`src/sv/whb_pkg.sv`:
```
// Shared types and constants of the weighted histogram engine.
package whb_pkg;

  localparam int BIN_COUNT_DEF = 1024;
  localparam int IDX_W         = 17;
  localparam int CAP_W         = 11;
  localparam int TOTAL_W       = 32;
  localparam int VALUE_W       = 16;
  localparam int WEIGHT_W      = 16;
  localparam int READ_BIN_W    = 10;
  localparam int APB_ADDR_W    = 3;
  localparam int APB_DATA_W    = 32;

  localparam logic [CAP_W-1:0]    BIN_CAP_RST = 11'd1024;
  localparam logic [WEIGHT_W-1:0] UNIT_WEIGHT = 16'd256;

  localparam logic KIND_ADD  = 1'b0;
  localparam logic KIND_READ = 1'b1;

  localparam logic REG_BIN_CAP       = 1'b0;
  localparam logic REG_WEIGHTED_MODE = 1'b1;

  typedef struct packed {
    logic                       kind;
    logic signed [VALUE_W-1:0]  sample_value;
    logic signed [WEIGHT_W-1:0] sample_weight;
    logic [READ_BIN_W-1:0]      read_bin;
    logic                       read_final;
  } in_word_t;

  typedef struct packed {
    logic signed [TOTAL_W-1:0] bin_total;
    logic [CAP_W-1:0]          used_length;
  } out_word_t;

  typedef struct packed {
    logic                      add;
    logic signed [VALUE_W-1:0] value;
    logic                      final_clear;
  } trk_req_t;

endpackage

```
`src/sv/whb_tracker.sv`:
```
// Largest-value tracker and output length computation.
module whb_tracker
  import whb_pkg::*;
#(
  parameter int BIN_COUNT = BIN_COUNT_DEF,
  parameter int AW        = $clog2(BIN_COUNT)
) (
  input  logic             clk,
  input  logic             rst,
  input  trk_req_t         req,
  input  logic [CAP_W-1:0] cap,
  output logic [CAP_W-1:0] used_length
);

  localparam logic [IDX_W-1:0] LAST = IDX_W'(BIN_COUNT - 1);

  logic          any_seen;
  logic [AW-1:0] largest_seen;
  logic [IDX_W-1:0] value_ext;
  logic [IDX_W-1:0] clipped;
  logic [IDX_W-1:0] len_raw;
  logic [IDX_W-1:0] cap_ext;

  assign value_ext = {1'b0, req.value};
  assign clipped   = (value_ext > LAST) ? LAST : value_ext;
  assign len_raw   = IDX_W'(largest_seen) + IDX_W'(1);
  assign cap_ext   = IDX_W'(cap);

  always_comb begin
    if (!any_seen) begin
      used_length = '0;
    end else if (len_raw > cap_ext) begin
      used_length = cap;
    end else begin
      used_length = len_raw[CAP_W-1:0];
    end
  end

  always_ff @(posedge clk) begin
    if (rst) begin
      any_seen     <= 1'b0;
      largest_seen <= '0;
    end else if (req.add && !req.value[VALUE_W-1]) begin
      any_seen <= 1'b1;
      if (!any_seen || clipped > IDX_W'(largest_seen)) begin
        largest_seen <= clipped[AW-1:0];
      end
    end else if (req.final_clear) begin
      any_seen     <= 1'b0;
      largest_seen <= '0;
    end
  end

endmodule

```
`config.mk`:
```
export PLATFORM = sky130hd
export DESIGN_NAME = whb_tracker
export DESIGN_NICKNAME = d
export VERILOG_FILES = /design/src/sv/whb_pkg.sv /design/src/sv/whb_tracker.sv
export SDC_FILE = /design/constraint.sdc
export NUM_CORES = 1
export LEC_CHECK = 0
export BUFFER_PORTS_ARGS = -buffer_cell sky130_fd_sc_hd__buf_2
export CAP_MARGIN = 20
export CORE_MARGIN = 2
export CORE_UTILIZATION = 35
export CTS_CLUSTER_DIAMETER = 40
export DETAILED_ROUTE_END_ITERATION = 12
export MAX_ROUTING_LAYER = met4
export PLACE_DENSITY = 0.63
export SYNTH_ARGS = -nofsm -noshare
export SYNTH_HDL_FRONTEND = slang
export SYNTH_SLANG_ARGS = --single-unit
```
`constraint.sdc`:
```
create_clock -name clk -period 2.28 [get_ports clk]
set_input_delay 0.114 -clock clk [delete_from_list [all_inputs] [get_ports clk]]
set_output_delay 0.114 -clock clk [all_outputs]
set_load 0.1 [all_outputs]
```
=== Yosys cells after proc, flatten, opt, wreduce, memory -nomap -nowiden ===
Cells that the tools add are included.

* Add/subtract/negate cells: 1
* Multiply operators: 0
* Div/mod/pow operators: 0
* $lt $le $gt $ge: 3
* Eq/ne operators: 1
* Shifts and indexed selects: 0
* Muxes and demuxes: 8
* Bitwise operators: 0
* Reductions and logical operators: 6

{| class="wikitable"
|+ Operators by type and width
! kind !! number
|-
| 10-bit two-way mux || 3
|-
| 11-bit two-way mux || 2
|-
| 16-bit by 10-bit > comparator with 1-bit output || 1
|-
| 16-bit by 10-bit > comparator with 1-bit output, second input constant || 1
|-
| 16-bit two-way mux || 1
|-
| 10-bit by 1-bit adder with 11-bit output, second input constant || 1
|-
| 11-bit > comparator || 1
|-
| 1-bit logical NOT || 2
|-
| 1-bit two-way mux || 2
|-
| 2-bit by 1-bit != test with 1-bit output, second input constant || 1
|-
| 2-bit AND reduction || 1
|-
| 2-bit nonzero test || 1
|-
| 1-bit logical AND || 1
|-
| 1-bit logical OR || 1
|}

* Register bits after elaboration: 11
* Latch bits: 0
* Bits in writable memories: 0
* ROM bits: 0
* Input bits: 31
* Output and inout bits: 11
* Logic and storage cells: 21
* Memories: 0

=== Longest topological paths before layout ===
Gate-level depths: netlist (run 1).

* Depth after elaboration: 6
* Gate-level depth with buffers: 11
* Mapped depth without buffers: 10

=== Least setup slack after synthesis (run 1) ===
Ideal clock, no wire load.

* Path kind: reg2out
* From: register largest_seen[0]
* To: output port used_length[0]
* Arrival: 3706 ps
* Data required time: 2166 ps
* Slack: -1540 ps
* Stages on the path, launching flop included: 12
* Path buffers: 1
* Cell sequence: dfxtp_1 > ha_1 > nand2_1 > nor4_1 > xnor2_1 > ha_1 > nand2_1 > a21oi_1 > o41ai_2 > a31oi_1 > buf_6 > mux2i_1

* Word-level cells in the longest chain between the ends: 4

{| class="wikitable"
|+ Ends and longest elaborated chain
! what !! RTL line !! source
|-
| from (decl) || whb_tracker.sv:18 || <nowiki>logic [AW-1:0] largest_seen;</nowiki>
|-
| from (signal assigned) || whb_tracker.sv:46 || <nowiki>largest_seen <= clipped[AW-1:0];</nowiki>
|-
| 10-bit by 1-bit adder with 11-bit output (*) || whb_tracker.sv:26 || <nowiki>assign len_raw = IDX_W'(largest_seen) + IDX_W'(1);</nowiki>
|-
| 11-bit > comparator || whb_tracker.sv:32 || <nowiki>end else if (len_raw > cap_ext) begin</nowiki>
|-
| 11-bit two-way mux (*) || whb_tracker.sv:32 ||
|-
| 11-bit two-way mux (*) || whb_tracker.sv:30 || <nowiki>if (!any_seen) begin</nowiki>
|-
| to (decl) || whb_tracker.sv:12 || <nowiki>output logic [CAP_W-1:0] used_length</nowiki>
|}

Mark *: on every way between the ends. The rest lies on a longest branch, timed or not.

=== Final worst setup path (run 1) ===
* From: register largest_seen[1]
* To: output port used_length[5]

The elaborated chain is that of the path after synthesis.

==> flow_metrics.py, run 1 <==
metrics = {
    "min_path": {
        "hold_path.class": "in2reg",
    },
    "synth": {
        "synth.most_common_cell": "nand2_1",
        "ys_seq_area_share_pct": 14.27,
        "synth.top_cells.by_count": "nand2_1 (29), ha_1 (22), inv_1 (21), mux2i_1 (21), a22oi_1 (20)",
        "synthArstFlopShare_pct": 0,
        "synth_nets": 252,
        "synth_edf_count": 0,
        "synth_area_leaders": "ha_1 (18%), dfxtp_1 (14%), mux2i_1 (14%)",
        "yosys_most_used_dff": "dfxtp_1",
        "syn_avg_cell_area_sq_um": 7.752,
        "synth_cell_types": 33,
        "postSynthCellCount": 199,
        "yosysTopAreaCellShare_pct": 17.84,
        "ys_warn_count": 0,
        "synthesis.area_sq_um": 1543,
        "synth-seq-cells": 11,
        "synth_largest_area_cell": "ha_1",
    },
    "finish": {
        "area_growth_pct": 86.29,
        "layout-drive-gt1-share_pct": 54.76,
        "fin_area_sq_um": 2874,
        "fin_nets": 348,
        "final_util_pct": 66.93,
        "diodes": 0,
    },
    "sta": {
        "period_share_pct": 126.2,
        "tightest_slew_ns": 0.6591,
        "setup_viol": 11,
        "setup_ws_ns": -0.5975,
        "hold_violations": 0,
        "fmax_ghz": 0.3475,
        "period_needed_ns": 2.878,
        "slew_viol_final": 0,
        "fin_worst_skew_ns": 0.002940,
        "slew_headroom_pct": 55.90,
        "hold_slack_ns": 0.1356,
        "rsz0062_at_grt": "yes",
    },
    "die": {
        "start_util_pct": 35.93,
        "row_count": 24,
        "core_area_sq_um": 4294,
        "fp.dieW_um": 70.39,
        "io_pins": 42,
        "dieArea_sq_um": 4955,
        "die_h_um": 70.39,
    },
    "place": {
        "dpl_cell_area_sq_um": 2537,
        "port_buffers": 41,
        "place_congestion": 0.7765,
        "dp_hpwl_mm": 3.459,
    },
    "clocking": {
        "h-tree-depth": 1,
        "root_buffer": "clkbuf_8",
        "cts_inserted_buffers": 3,
        "clk_path_buf_depth": 2,
        "clk_pin_slew_ns": 0.05,
        "cts_tree": "yes",
        "cts_sinks": 11,
        "clkLatencyLatePin_ns": 0.24,
    },
    "power": {
        "power_density_nw_per_um2": 317.3,
        "vdd_drop_max_v": 0.0002073,
        "p_leak_nw": 1.192,
    },
    "setup_path": {
        "cpPeakStageDelay_ns": 0.36,
        "worst-setup-path-type": "reg2out",
        "cp_data_arrival_time_ns": 2.76,
        "crit_top_cell": "buf_12",
        "cp_slowest_cell": "dfxtp_4",
        "crit_required_ns": 2.17,
        "start_kind": "flip-flop",
        "critPathMaxFanout": 7,
        "crit_chain": "ha_4 -> nand2_4 -> nor2_4 -> xnor2_2 -> ha_1 -> buf_6 -> o21ai_2 -> a21oi_2 -> o41ai_4 -> a31oi_4 -> buf_12 -> mux2i_4 -> buf_12",
        "crit_path_end_kind": "output pin",
    },
    "global_route": {
        "grt.total_usage_pct": 17.96,
        "grt_overflow": 0,
        "grt_pass1_wl_mm": 6.962,
        "grt_antenna_before_repair": 0,
        "first_global_vias": 1650,
        "grt_max_degree": 23,
    },
    "drt": {
        "dr_total_vias": 1790,
        "viasPerCell": 5.173,
        "firstDrtPassIters": 4,
        "antenna_left": 0,
        "drt_iter0_drc": 40,
        "wire_per_inst_um": 12.78,
        "drc": 0,
        "wirelength_mm": 4.423,
    },
    "job": {
        "maxCapViolations": 0,
    },
    "status": {
        "violations": "negative setup slack",
        "status": "finished with violations",
    },
}
==> flip-flops by register name, summed over array words and instances, names as in the netlist <==
| name | count |
|---|---|
| largest_seen | 10 |
| any_seen | 1 |
==> layout by cell type (no fill, tap or decap), drive strengths merged <==
cell,count
clkbuf,4
a211oi,3
or2,10
xnor2,7
mux2i,21
nand3,6
nand2,30
o211ai,2
nor3b,1
nand2b,4
a21oi,6
a22oi,20
a22o,1
o32ai,1
ha,22
inv,21
nand4,3
o21bai,1
o41ai,1
o21ai,2
or4,1
nor3,4
xor2,1
dfxtp,11
o21a,2
a31oi,1
buf,98
nor4,3
nor2,6
nor2b,1
==> through the flow <==
stage                     instances  worst slack, ns  TNS, ns  total power [mW]
after floorplan                 199          -0.5378   -5.732            0.4772
after global placement          335          -0.3145   -5.857            0.6416
after detailed placement        335          -0.3727   -6.630            0.6495
after CTS                       345          -0.5514   -5.941            0.8766
after global routing            346          -0.6790   -7.249            0.9603
final                           346          -0.5975   -6.338            0.9120
==> path summary, 6_finish.rpt <==
| kind | start | to | slack (ns) | cells past startpoint |
|---|---|---|---|---|
| worst max-delay path | largest_seen[1] | used_length[5] | -0.60 | 13 |
| worst min register to register | any_seen | any_seen | 0.53 | 2 |
| worst max register to register | largest_seen[0] | largest_seen[2] | 0.24 | 8 |
| worst min-delay path | rst | any_seen | 0.14 | 2 |
==> critical path: cells and delay by family (launching register included) <==
kind / cells / cell delay [ns]
buffers and inverters: 3 / 0.52
xor gates and xnor gates: 1 / 0.13
AOI/OAI and AO/OA: 4 / 0.60
adders and majority gates: 2 / 0.51
and+or+nand+nor: 2 / 0.14
muxes: 1 / 0.26
DFF: 1 / 0.36
==> report_power, final <==
group	switching, mW	total, mW	internal (mW)
combinational	0.242	0.485	0.243
clock	0.0779	0.201	0.123
sequential	0.0173	0.226	0.209
total	0.337	0.912	0.575
==> final cells by class <==
class / instances / area (sq um)
fillers: 366 / 1420
well taps: 52 / 65.06
clock buffers: 4 / 45.04
repair buffers: 98 / 834.6
inverters: 21 / 78.83
multi-input cells: 160 / 1618
flip-flops and latches: 11 / 232.7
==> cell families after synthesis <==
kind of cell	share of synthesized area, %
adder cells (fa/ha/maj)	17.84
AO/OA/AOI/OAI	19.63
multiplexers	13.63
AND/OR/NAND/NOR	21.90
XOR/XNOR	4.542
buffers and inverters	8.191
flip-flops	14.27
==> per-layer routing <==
| layer | track usage (%) | part of all wire, % | vias to the layer above |
|---|---|---|---|
| met2 | 34.80 | 53 | 53 |
| met4 | 6.410 | 2.9 | 0 |
| li1 | - | - | 905 |
| met5 | - | 0 | - |
| met3 | 1.876 | 4.3 | 11 |
| met1 | 18.37 | 40 | 821 |
==> repair_timing <==
| item | CTS | global route |
|---|---|---|
| endpoints found under the hold margin | 0 | 0 |
| pin swaps | 8 | 13 |
| cloned | 1 | 0 |
| buffers inserted | 5 | 1 |
| gates resized for setup | 18 | 25 |
| hold buffers | 0 | 0 |
| endpoints found under the setup margin | 21 | 21 |
No activity file was read; power rests on OpenSTA's default activity.
==> run 2: changes to the inputs <==
PLACE_DENSITY = 0.61   (was 0.63)
clock period = 3.1 ns   (was 2.28 ns; I/O delays follow)
==> run 2 against run 1 <==
The run now ends clean. Final area is 23% lower. Global-route usage is 1.1 points lower. Critical endpoint is now used_length[7]. Sequential share of layout area up 2.4 points. Highest routed layer unchanged. Critical path depth fell by 3. Count of clock-buffer cells in the layout is the same. Critical path type unchanged. First-iteration DRC count is 95% higher.
==> flow_metrics.py, run 2 (same netlist as run 1, synthesis figures left out) <==
metrics = {
    "sta": {
        "period_needed_ns": 3.013,
        "tightest_slew_ns": 0.8457,
        "period_share_pct": 97.20,
        "fmax_ghz": 0.3319,
        "hold_violations": 0,
        "fin_worst_skew_ns": 0.0008289,
        "hold_slack_ns": 0.1668,
        "setup_viol": 0,
        "tns_ns": 0,
        "slew_viol_final": 0,
        "slew_headroom_pct": 43.54,
    },
    "setup_path": {
        "critical-path-top-delay-family": "simple AND/OR/NAND/NOR gates",
        "worst-setup-path-type": "reg2out",
        "crit_buf_inv": 2,
        "rr_endpoint": "largest_seen[9]",
        "rr_startpoint": "largest_seen[7]",
        "worstSetupStartpoint": "largest_seen[1]",
        "crit_required_ns": 2.94,
        "reg2reg_slack_ns": 0.92,
        "worstSetupPathDepth": 10,
        "cp_slowest_cell": "nor4_1",
        "critPathMaxFanout": 5,
        "crit_chain": "ha_4 -> nand2_2 -> nor4_1 -> ha_1 -> nand3_1 -> o32ai_1 -> a31oi_2 -> clkbuf_16 -> mux2i_4 -> buf_12",
        "cp_data_arrival_time_ns": 2.86,
        "crit_path_end_kind": "output pin",
        "start_kind": "flip-flop",
        "cpPeakStageDelay_ns": 0.44,
        "reg2reg_depth": 7,
    },
    "clocking": {
        "cts_sinks": 11,
        "cts_tree": "yes",
        "root_buffer": "clkbuf_8",
        "clk_path_buf_depth": 2,
        "h-tree-depth": 1,
        "clkLatencyLatePin_ns": 0.25,
        "ctsHoldBuffers": 0,
        "cts_inserted_buffers": 3,
        "clk_pin_slew_ns": 0.05,
    },
    "finish": {
        "reg_top3": "largest_seen: 10 flops, any_seen: 1 flops",
        "largest_reg_flops": 10,
        "final_util_pct": 51.72,
        "final_common_cell": "buf_2",
        "stdcell_count": 294,
        "fin_nets": 296,
        "regMostFlops": "largest_seen",
        "mostFrequentLayoutCells": "buf_2 (30), nand2_1 (28), ha_1 (21)",
        "layout-drive-gt1-share_pct": 38.43,
        "area_growth_pct": 43.96,
        "diodes": 0,
    },
    "power": {
        "p_sw_uw": 220.8,
        "switching_share_pct": 37.96,
        "p_seq_share_pct": 30.4,
        "pwr-share-comb_pct": 43.5,
        "p_leak_nw": 0.8741,
        "internal_power_uw": 360.8,
        "vdd_drop_max_v": 0.0002497,
        "totalPowerFinal_uw": 581.6,
        "power_density_nw_per_um2": 261.9,
        "pwr-share-clk_pct": 26.1,
    },
    "global_route": {
        "grt_max_degree": 26,
        "grt_overflow": 0,
        "grt_pass1_wl_mm": 6.679,
        "grt.total_usage_pct": 16.82,
        "grt_antenna_before_repair": 0,
        "first_global_vias": 1517,
    },
    "die": {
        "fp.dieW_um": 70.39,
        "start_util_pct": 35.93,
        "row_count": 24,
        "die_h_um": 70.39,
        "core_area_sq_um": 4294,
        "dieArea_sq_um": 4955,
        "io_pins": 42,
    },
    "drt": {
        "antenna_left": 0,
        "wire_per_inst_um": 13.61,
        "drt_iter0_drc": 78,
        "drc": 0,
        "firstDrtPassIters": 4,
        "dr_total_vias": 1548,
        "wirelength_mm": 4.001,
        "viasPerCell": 5.265,
    },
    "place": {
        "port_buffers": 41,
        "dp_hpwl_mm": 3.071,
        "place_congestion": 0.8999,
        "placed_cells": 287,
    },
    "min_path": {
        "hold_path.class": "in2reg",
        "min_from": "rst",
        "min_to": "any_seen",
        "hold_path_depth": 2,
    },
    "job": {
        "maxCapViolations": 0,
    },
    "status": {
        "status": "finished, final reports clean",
    },
}
==> run 2: changes by cell type in the layout (fill, tap and decap cells not counted), moves of 5 or more <==
cell,before,now
buf_4,53,4
buf_6,5,0
ha_1,14,21
ha_4,8,1
mux2i_2,0,6
mux2i_4,11,5
or2_2,3,10
or2_4,7,0
==> run 2: timing repair <==
item,CTS,global route
setup buffers,0,2
pin swaps,0,5
resized for setup,4,22
setup endpoints to repair,11,11
cloned,0,1
==> run 2: per-layer routing <==
metal,up-vias,global-route usage [%],part of all wire (%)
met5,-,-,0
met4,0,5.128,1.2
met3,5,2.165,4.7
met2,40,29.14,47
met1,706,20.23,47
li1,797,-,-
==> run 2: worst max path at each step <==
stage | endpoint | slack [ns]
detailed placement | used_length[7] | 0.19
CTS | used_length[7] | 0.009
global route | used_length[0] | -0.04
floorplan | used_length[0] | -0.30
global placement | used_length[0] | 0.28
finish | used_length[7] | 0.09
==> run 2: cell type report <==
cell class | count | area (sq um)
inverters | 21 | 78.83
fillers | 417 | 2073
flip-flops and latches | 11 | 232.7
clock buffers | 4 | 45.04
multi-input cells | 159 | 1354
well taps | 52 | 65.06
repair buffers | 47 | 445.4
==> run 2: power by group through the flow <==
stage / Combinational, mW / Clock, mW / Sequential [mW]
after floorplan: 0.167 / 0 / 0.165
after global placement: 0.227 / 0 / 0.175
after detailed placement: 0.230 / 0 / 0.176
after CTS: 0.232 / 0.158 / 0.174
after global routing: 0.277 / 0.161 / 0.179
final: 0.253 / 0.152 / 0.177
==> run 2: metrics by stage <==
step	instance area, sq um	setup slack [ns]
finish	2221	0.08685
global route	2221	-0.04490
CTS	2068	0.008790
detailed placement	2013	0.1875
global placement	2013	0.2788
floorplan	1584	-0.3036
